**src/sv/gpio_pkg.sv**
```systemverilog
// ----------------------------------------------------------------------------
// gpio_pkg: shared types and constants
// Register map indices, function codes, status codes, payload words.
// ----------------------------------------------------------------------------
package gpio_pkg;

	localparam int unsigned FIELDS_PER_FSEL = 10;
	localparam logic [5:0] FSEL_LAST = 6'd5;
	localparam logic [5:0] R_SET0 = 6'd7;
	localparam logic [5:0] R_SET1 = 6'd8;
	localparam logic [5:0] R_CLR0 = 6'd10;
	localparam logic [5:0] R_CLR1 = 6'd11;
	localparam logic [5:0] R_LEV0 = 6'd13;
	localparam logic [5:0] R_LEV1 = 6'd14;
	localparam logic [5:0] R_EDS0 = 6'd16;
	localparam logic [5:0] R_EDS1 = 6'd17;
	localparam logic [5:0] R_REN0 = 6'd19;
	localparam logic [5:0] R_REN1 = 6'd20;
	localparam logic [5:0] R_FEN0 = 6'd22;
	localparam logic [5:0] R_FEN1 = 6'd23;
	localparam logic [5:0] R_HEN0 = 6'd25;
	localparam logic [5:0] R_HEN1 = 6'd26;
	localparam logic [5:0] R_LEN0 = 6'd28;
	localparam logic [5:0] R_LEN1 = 6'd29;

	localparam logic [2:0] FN_INPUT  = 3'd0;
	localparam logic [2:0] FN_OUTPUT = 3'd1;
	localparam logic [2:0] FN_ALT5   = 3'd2;
	localparam logic [2:0] FN_ALT0   = 3'd4;

	localparam logic [1:0] REQ_READ  = 2'd0;
	localparam logic [1:0] REQ_WRITE = 2'd1;
	localparam logic [1:0] REQ_DRIVE = 2'd2;
	localparam logic [1:0] REQ_UNDEF = 2'd3;

	localparam logic [2:0] ST_OK       = 3'd0;
	localparam logic [2:0] ST_RO_WRITE = 3'd1;
	localparam logic [2:0] ST_WO_READ  = 3'd2;
	localparam logic [2:0] ST_BAD_PIN  = 3'd3;
	localparam logic [2:0] ST_BAD_FN   = 3'd4;

	typedef struct packed {
		logic [1:0]  req_type;
		logic [5:0]  reg_addr;
		logic [31:0] write_data;
		logic [5:0]  pin_index;
		logic        pin_level;
	} req_t;

	typedef struct packed {
		logic [31:0] read_data;
		logic [2:0]  status;
		logic        irq_raise;
		logic [5:0]  irq_raise_pin;
		logic [31:0] irq_clear_mask;
		logic        bank_select;
		logic [31:0] notify_mask;
	} rsp_t;

	typedef enum logic [1:0] {
		S_IDLE,
		S_EXEC,
		S_DONE
	} state_t;

	// controller to datapath
	typedef struct packed {
		logic load;
		logic exec;
	} cmd_t;

endpackage

```
**src/sv/gpio_ctrl.sv**
```systemverilog
// ----------------------------------------------------------------------------
// gpio_ctrl: sequencer
// Load a word, run it through the datapath, hold the result until taken.
// ----------------------------------------------------------------------------
module gpio_ctrl import gpio_pkg::*; (
	input  logic clk,
	input  logic arst_n,
	input  logic in_valid,
	output logic in_stall,
	output logic out_valid,
	input  logic out_stall,
	output cmd_t cmd
);

	state_t state_q, state_d;

	always_ff @(posedge clk or negedge arst_n) begin
		if (!arst_n) begin
			state_q <= S_IDLE;
		end else begin
			state_q <= state_d;
		end
	end

	always_comb begin
		state_d   = state_q;
		cmd       = '0;
		in_stall  = 1'b1;
		out_valid = 1'b0;
		case (state_q)
			S_IDLE: begin
				in_stall = 1'b0;
				if (in_valid) begin
					cmd.load = 1'b1;
					state_d  = S_EXEC;
				end
			end
			S_EXEC: begin
				cmd.exec = 1'b1;
				state_d  = S_DONE;
			end
			S_DONE: begin
				out_valid = 1'b1;
				// accept the next word as the result leaves
				if (!out_stall) begin
					in_stall = 1'b0;
					if (in_valid) begin
						cmd.load = 1'b1;
						state_d  = S_EXEC;
					end else begin
						state_d = S_IDLE;
					end
				end
			end
			default: state_d = S_IDLE;
		endcase
	end

endmodule

```
**src/sv/gpio_dp.sv**
```systemverilog
// ----------------------------------------------------------------------------
// gpio_dp: register store and per-pin state
// Decode one request word and update pin vectors in parallel.
// ----------------------------------------------------------------------------
module gpio_dp import gpio_pkg::*; #(
	parameter int unsigned NUM_PINS = 54,
	parameter int unsigned NUM_REGS = 64
) (
	input  logic clk,
	input  logic arst_n,
	input  cmd_t cmd,
	input  req_t req,
	output rsp_t rsp
);

	localparam int unsigned NB = 64;

	// plain register storage; LEV and EDS read from the pin vectors instead
	logic [31:0]   mem_q [NUM_REGS];
	logic [31:0]   mem_rd_q;
	logic [NB-1:0] written_q;
	logic [2:0]    fn_q [NUM_PINS];
	logic [NB-1:0] lvl_q, pend_q, ren_q, fen_q, hen_q, len_q;
	req_t req_q;
	rsp_t rsp_q;

	function automatic logic bank_of(input logic [5:0] r);
		bank_of = (r == R_SET1 || r == R_CLR1 || r == R_EDS1 || r == R_REN1 ||
			r == R_FEN1 || r == R_HEN1 || r == R_LEN1 || r == R_LEV1);
	endfunction

	function automatic logic [NB-1:0] place(input logic b, input logic [31:0] d);
		place = b ? {d, 32'd0} : {32'd0, d};
	endfunction

	function automatic logic [31:0] half(input logic b, input logic [NB-1:0] v);
		half = b ? v[63:32] : v[31:0];
	endfunction

	logic [NB-1:0] valid_mask;
	logic [NB-1:0][2:0] fn_pad;
	always_comb begin
		for (int i = 0; i < NB; i++) begin
			valid_mask[i] = (i < NUM_PINS);
			fn_pad[i]     = (i < NUM_PINS) ? fn_q[i % NUM_PINS] : FN_INPUT;
		end
	end

	logic [5:0]    idx;
	logic [31:0]   data;
	logic          in_range, is_set, is_clr, is_eds, is_lev;
	logic [NB-1:0] out_pins, sel;
	logic [2:0]    pfn;
	logic          prev, lv, hit, bk, pin_ok, fn_ok, mem_we;
	logic [4:0]    bitpos;
	logic [NB-1:0] lvl_d, pend_d, ren_d, fen_d, hen_d, len_d;
	rsp_t          rsp_d;

	always_comb begin
		idx      = req_q.reg_addr;
		data     = req_q.write_data;
		in_range = ({26'd0, idx} < NUM_REGS);
		is_set   = (idx == R_SET0) || (idx == R_SET1);
		is_clr   = (idx == R_CLR0) || (idx == R_CLR1);
		is_eds   = (idx == R_EDS0) || (idx == R_EDS1);
		is_lev   = (idx == R_LEV0) || (idx == R_LEV1);
		bk       = bank_of(idx);
		sel      = place(bk, data) & valid_mask;
		for (int i = 0; i < NB; i++) out_pins[i] = valid_mask[i] && (fn_pad[i] == FN_OUTPUT);
		pfn      = fn_pad[req_q.pin_index];
		pin_ok   = ({26'd0, req_q.pin_index} < NUM_PINS);
		fn_ok    = (pfn == FN_INPUT) || (pfn == FN_ALT0) || (pfn == FN_ALT5);
		prev     = lvl_q[req_q.pin_index];
		lv       = req_q.pin_level;
		hit = (ren_q[req_q.pin_index] && !prev && lv) || (fen_q[req_q.pin_index] && prev && !lv)
			|| (len_q[req_q.pin_index] && !lv) || (hen_q[req_q.pin_index] && lv);
		bitpos   = req_q.pin_index[4:0];
		mem_we   = cmd.exec && (req_q.req_type == REQ_WRITE) && in_range && !is_lev;

		lvl_d  = lvl_q;
		pend_d = pend_q;
		ren_d  = ren_q;
		fen_d  = fen_q;
		hen_d  = hen_q;
		len_d  = len_q;
		rsp_d  = '0;
		case (req_q.req_type)
			REQ_READ: begin
				if (is_set || is_clr)
					rsp_d.status = ST_WO_READ;
				else if (is_lev)
					rsp_d.read_data = half(bk, lvl_q);
				else if (is_eds)
					rsp_d.read_data = half(bk, pend_q);
				else if (in_range && written_q[idx])
					rsp_d.read_data = mem_rd_q;
			end
			REQ_WRITE: begin
				if (is_lev) begin
					rsp_d.status = ST_RO_WRITE;
				end else if (in_range) begin
					if (is_set || is_clr) begin
						if (is_set) lvl_d = lvl_q | (sel & out_pins);
						else lvl_d = lvl_q & ~(sel & out_pins);
						rsp_d.bank_select = bk;
						rsp_d.notify_mask = half(bk, sel & out_pins);
					end else if (is_eds) begin
						pend_d = pend_q & ~sel;
						rsp_d.bank_select    = bk;
						rsp_d.irq_clear_mask = half(bk, sel & pend_q);
					end else if (idx == R_REN0 || idx == R_REN1) begin
						ren_d = (ren_q & ~place(bk, '1)) | place(bk, data);
					end else if (idx == R_FEN0 || idx == R_FEN1) begin
						fen_d = (fen_q & ~place(bk, '1)) | place(bk, data);
					end else if (idx == R_HEN0 || idx == R_HEN1) begin
						hen_d = (hen_q & ~place(bk, '1)) | place(bk, data);
					end else if (idx == R_LEN0 || idx == R_LEN1) begin
						len_d = (len_q & ~place(bk, '1)) | place(bk, data);
					end
				end
			end
			REQ_DRIVE: begin
				if (!pin_ok) begin
					rsp_d.status = ST_BAD_PIN;
				end else if (!fn_ok) begin
					rsp_d.status = ST_BAD_FN;
				end else begin
					lvl_d[req_q.pin_index] = lv;
					rsp_d.bank_select = req_q.pin_index[5];
					rsp_d.notify_mask = 32'd1 << bitpos;
					if (hit) begin
						pend_d[req_q.pin_index] = 1'b1;
						rsp_d.irq_raise     = 1'b1;
						rsp_d.irq_raise_pin = req_q.pin_index;
					end
				end
			end
			default: ;
		endcase
	end

	// request capture, store read at load, store write and result at execute
	always_ff @(posedge clk) begin
		if (cmd.load) begin
			req_q    <= req;
			mem_rd_q <= mem_q[req.reg_addr];
		end
		if (cmd.exec) begin
			rsp_q <= rsp_d;
			if (mem_we) mem_q[idx] <= data;
		end
	end

	always_ff @(posedge clk or negedge arst_n) begin
		if (!arst_n) begin
			for (int p = 0; p < NUM_PINS; p++) fn_q[p] <= FN_INPUT;
			written_q <= '0;
			lvl_q <= '0; pend_q <= '0;
			ren_q <= '0; fen_q <= '0; hen_q <= '0; len_q <= '0;
		end else if (cmd.exec) begin
			lvl_q  <= lvl_d;
			pend_q <= pend_d;
			ren_q  <= ren_d;
			fen_q  <= fen_d;
			hen_q  <= hen_d;
			len_q  <= len_d;
			if (mem_we) written_q[idx] <= 1'b1;
			if (req_q.req_type == REQ_WRITE && in_range && idx <= FSEL_LAST) begin
				for (int p = 0; p < NUM_PINS; p++)
					if (idx == 6'(p / FIELDS_PER_FSEL))
						fn_q[p] <= data[(p % FIELDS_PER_FSEL)*3 +: 3];
			end
		end
	end

	assign rsp = rsp_q;

endmodule

```
**src/sv/gpio_controller_with_event_detect_unit.sv**
```systemverilog
// ----------------------------------------------------------------------------
// gpio_controller_with_event_detect_unit: GPIO block with event detection
// Register reads/writes and pin drives, one word at a time.
// ----------------------------------------------------------------------------
// A request word is captured at load, its result is registered in the
// execute state and held on out_data with out_valid in the done state
// until it is taken. No new word is accepted before that result is taken.
// A new word is accepted in the cycle its predecessor's result is taken.
// Reset clears pin functions, levels, enables, pending bits and the written
// flags of the register store, so every register reads as zero.
module gpio_controller_with_event_detect_unit import gpio_pkg::*; #(
	parameter int unsigned NUM_PINS = 54,
	parameter int unsigned NUM_REGS = 64
) (
	input  logic clk,
	input  logic arst_n,
	input  logic in_valid,
	output logic in_stall,
	input  req_t in_data,
	output logic out_valid,
	input  logic out_stall,
	output rsp_t out_data
);

	cmd_t cmd;

	// sequence each word through load and execute
	gpio_ctrl u_ctrl (
		.clk(clk), .arst_n(arst_n),
		.in_valid(in_valid), .in_stall(in_stall),
		.out_valid(out_valid), .out_stall(out_stall),
		.cmd(cmd)
	);

	// hold all state and the result register
	gpio_dp #(.NUM_PINS(NUM_PINS), .NUM_REGS(NUM_REGS)) u_dp (
		.clk(clk), .arst_n(arst_n),
		.cmd(cmd), .req(in_data), .rsp(out_data)
	);

endmodule

```
**config.mk**
```make
export PLATFORM = sky130hd
export DESIGN_NAME = gpio_controller_with_event_detect_unit
export DESIGN_NICKNAME = d
export VERILOG_FILES = /design/src/sv/gpio_pkg.sv /design/src/sv/gpio_ctrl.sv /design/src/sv/gpio_dp.sv /design/src/sv/gpio_controller_with_event_detect_unit.sv
export SDC_FILE = /design/constraint.sdc
export NUM_CORES = 2
export LEC_CHECK = 0
export BUFFER_PORTS_ARGS = -buffer_cell sky130_fd_sc_hd__buf_2
export CORE_ASPECT_RATIO = 1.5
export CORE_MARGIN = 2
export CORE_UTILIZATION = 40
export CTS_CLUSTER_DIAMETER = 80
export DETAILED_ROUTE_END_ITERATION = 8
export HOLD_SLACK_MARGIN = 0.15
export PLACE_DENSITY_LB_ADDON = 0.3
export REMOVE_ABC_BUFFERS = 1
export SYNTH_ARGS = -nofsm -noshare
export SYNTH_HDL_FRONTEND = slang
export SYNTH_HIERARCHICAL = 1
export SYNTH_SLANG_ARGS = --single-unit
export TNS_END_PERCENT = 20
```
**constraint.sdc**
```tcl
create_clock -name clk -period 5.42 [get_ports clk]
set_clock_uncertainty 0.05 [all_clocks]
set_input_delay 0.813 -clock clk [delete_from_list [all_inputs] [get_ports clk]]
set_output_delay 0.813 -clock clk [all_outputs]
set_load 0.1 [all_outputs]
```
==> results by group <==
Global route
  – Met3 Usage GRT: 0.0418
  – M1 GR Usage: 0.284
  – GRT Resource Usage Total: 0.247
  – Initial antenna violation count: 28
  – Vias in the first global route: 64100
  – M2 GR Usage: 0.432
  – Global route overflow: 0
  – First-pass GRT wire length: roughly 510000 microns
  – GR peak layer: met2
  – Largest net degree at the start of global routing: 132

Die
  – # IOs: 160
  – Die area: 292000 sq um
  – Core area: 286000 sq um
  – Starting density of the core: 0.401
  – Std-Cell Rows: 241
  – Die Height: 661 microns
  – Die X-Extent: approximately 440 microns

STA
  – Post-layout min period: 5020 ps
  – Final worst-path setup slack: around 400 ps
  – Final Max Slew Viols: 0
  – Crit share post-route: 0.925
  – Final Hold Vio Count: 0
  – Measured slew at the worst slew-check pin: 1410 ps
  – Setup violations, final: 0
  – Worst relative slew slack: 0.0474
  – RSZ-0062 raised after global routing: no
  – Fmax: around 200 MHz
  – Total Neg Setup Slack: 0 ps

Hold path
  – Worst min-delay path class: input port to register
  – Worst Hold Endpoint: u_dp/req_q[6]
  – Hold_sp: in_data[6]
  – Hold depth: 1

Finish
  – Share of cells above drive strength 1: 0.310
  – Final #Nets: 6552
  – Core Util, Final: 0.458
  – Final Non-Filler Cells: around 10000
  – Area Growth Syn to Fin: 14.2%

Detailed routing
  – DRT Pass-1 Iters: 7
  – Via density: between 5 and 6
  – Via count: roughly 63000
  – Residual DRC: 0
  – Detail Route Antenna Nets: 0
  – Routed wire length: 363000 microns
  – Starting DRT DRC Count: 7289
  – Wire per inst: between 30 and 40 microns

Yosys
  – EDFF count, synth: around 2200
  – Post-synthesis sequential area ratio: 0.717
  – Top_reg_cell synth: edfxtp_1
  – Yosys warning count: 6
  – Top-count cell post-synth: edfxtp_1
  – Mapped Cells: 6108
  – Post-synth top cells: edfxtp_1 (2234), mux4_2 (805), nand2_1 (683)
  – Synth Register Bits: roughly 2800
  – Post-Syn Area: 115000 sq um
  – Yosys cell types: 81
  – Top cells by area, synth: edfxtp_1 (58%), mux4_2 (16%), dfrtp_1 (13%)
  – Ys async rst share: 0.215
  – Cell taking the most area after synthesis: edfxtp_1
  – Syn Area/Cell: 18.8 sq um
  – Post-synth top area share: 0.584

Job
  – # Max-Cap Violations: 0

Placed design
  – I/O Buffers: 159
  – Final GP Congestion: 1.03
  – Placed Cells: ~10000
  – Detailed Place HPWL: 230000 microns
  – Dpl ws: between 600 and 700 ps

Worst setup path
  – Slowest Stage Delay on Critical Path: 950 ps
  – Critical Path Slowest Stage Cell: a311oi_1
  – Critical Path End Type: register
  – R2R depth: 10
  – Reg2reg end: u_dp/rsp[68]
  – Crit path kind: register to register
  – Maximum fanout along the worst path: 43
  – CP required: 6040 ps
  – Crit-path most repeated cell: buf_12
  – Crit-path cells: buf_12, buf_12, mux4_2, a32oi_1, o32ai_1, a311oi_1, a211o_1, o21ai_2, and3_1, and2_1
  – Crit start category: register
  – Worst path arrival time: 5630 ps
  – R2R Path Start: u_dp/bitpos[1]
  – Reg2Reg Setup Slack: around 400 ps

Power and ir drop
  – Leak: 45.8 nW
  – Flop pwr share: 0.522
  – Sw Ratio: 0.238
  – Worst vdd ir: roughly 0.00028 V
  – Logic gate share of total power: 0.084
  – Internal cell power: between 0.03 and 0.04 W
  – Sw Pwr: 0.0112 W
  – Clock power frac: 0.394
  – PD cells: 357 nW/um^2

CTS
  – Root Buffer: clkbuf_16
  – Clk buf depth: 4
  – CTS tree: built
  – Worst-skew pair later-pin latency: 920 ps
  – CTS clk-pin slew, worst paths: 70 ps
  – Htree depth: 4
  – Num CTS Buffers: 249
  – CTS sink count: 2846

Status
  – Status: complete, no violations
kinds of logic after synthesis:
| kind of cell | synth area share |
|---|---|
| flip-flops | 0.717 |
| multiplexers | 0.195 |
| AND/OR/NAND/NOR | 0.0447 |
| buffers and inverters | 0.0169 |
| AO/OA/AOI/OAI | 0.0260 |
| adder cells (fa/ha/maj) | 0.000544 |
| other | 0.0000326 |
| XOR/XNOR | 0.0000762 |
placed cells by master (no fill, tap or decap), types with 33 or more instances in the layout:
cell type      netlist  layout
nand2_1            683     683
edfxtp_1          2234    2234
bufinv_16            0      35
mux2_2             284     284
buf_2               39     153
mux2i_1             70      70
dfrtp_1            612     612
clkbuf_1           270      41
nor2_1             212     157
clkinv_1             1      52
nand3_1             42      42
conb_1               1      64
buf_12               0      56
or2_2               64      64
clkinv_2             0      41
clkbuf_16            0     256
buf_4               20     243
a21oi_1             70      70
mux4_2             805     805
a31oi_1             40      39
o22ai_1             69      69
dlygate4sd3_1        0      43
o21ai_0             76      75
a311oi_1            33      33
nor2_4               0      54
layout make-up:
| type | instances | area, sq um |
|---|---|---|
| multi-input cells | 2869 | 31400 |
| well taps | 3766 | 4710 |
| repair buffers | 502 | 4250 |
| fillers | 24100 | 155000 |
| flip-flops and latches | 2846 | 82400 |
| clock buffers | 308 | 6710 |
| diodes | 8 | 20.0 |
| inverters | 28 | 105 |
| clock inverters | 152 | 1660 |
stage by stage:
step,total power (W),instance area [sq um],hold slack [ps]
floorplan,0.0269,113000,299
global placement,0.0287,122000,313
detailed placement,0.0288,122000,320
CTS,0.0471,131000,179
global route,0.0481,131000,174
finish,0.0469,131000,181
how the worst max path moves through the flow:
stage | start | endpoint | slack [ps] | cells after the start
after detailed placement | u_dp/bitpos[1] | u_dp/rsp[65] | 690 | 10
after CTS | u_dp/bitpos[1] | u_dp/rsp[65] | 630 | 10
after floorplan | u_dp/idx[0] | u_dp/pend_q[3] | -3850 | 7
after global routing | u_dp/bitpos[1] | u_dp/rsp[68] | 380 | 10
final | u_dp/bitpos[1] | u_dp/rsp[68] | 400 | 10
after global placement | u_dp/bitpos[1] | u_dp/rsp[70] | 640 | 10
routing by layer:
metal  up-vias  wire (microns)
li1      25100               -
met1     33700          127000
met2      2931          185000
met3       904           24000
met4        22           26600
met5         -             156
critical path, delay by kind of cell, from the launching register on:
kind	cells	cell delay [ps]
buffers and inverters	2	630
multiplexers	1	400
AO/OA/AOI/OAI	5	2330
AND/OR/NAND/NOR	2	590
flip-flops	1	730
power by group through the flow:
stage | Sequential [W] | Clock [W] | Combinational [W]
floorplan | 0.0256 | 0 | 0.00130
global placement | 0.0249 | 0 | 0.00383
detailed placement | 0.0249 | 0 | 0.00388
CTS | 0.0245 | 0.0188 | 0.00391
global route | 0.0245 | 0.0195 | 0.00406
finish | 0.0245 | 0.0185 | 0.00393
repair_timing:
action	4_1_cts	5_1_grt
gates resized for setup	0	0
buffers inserted	0	0
setup endpoints to repair	0	0
endpoints found under the hold margin	138	0
hold buffers	43	0
No activity file was read; power rests on OpenSTA's default activity.
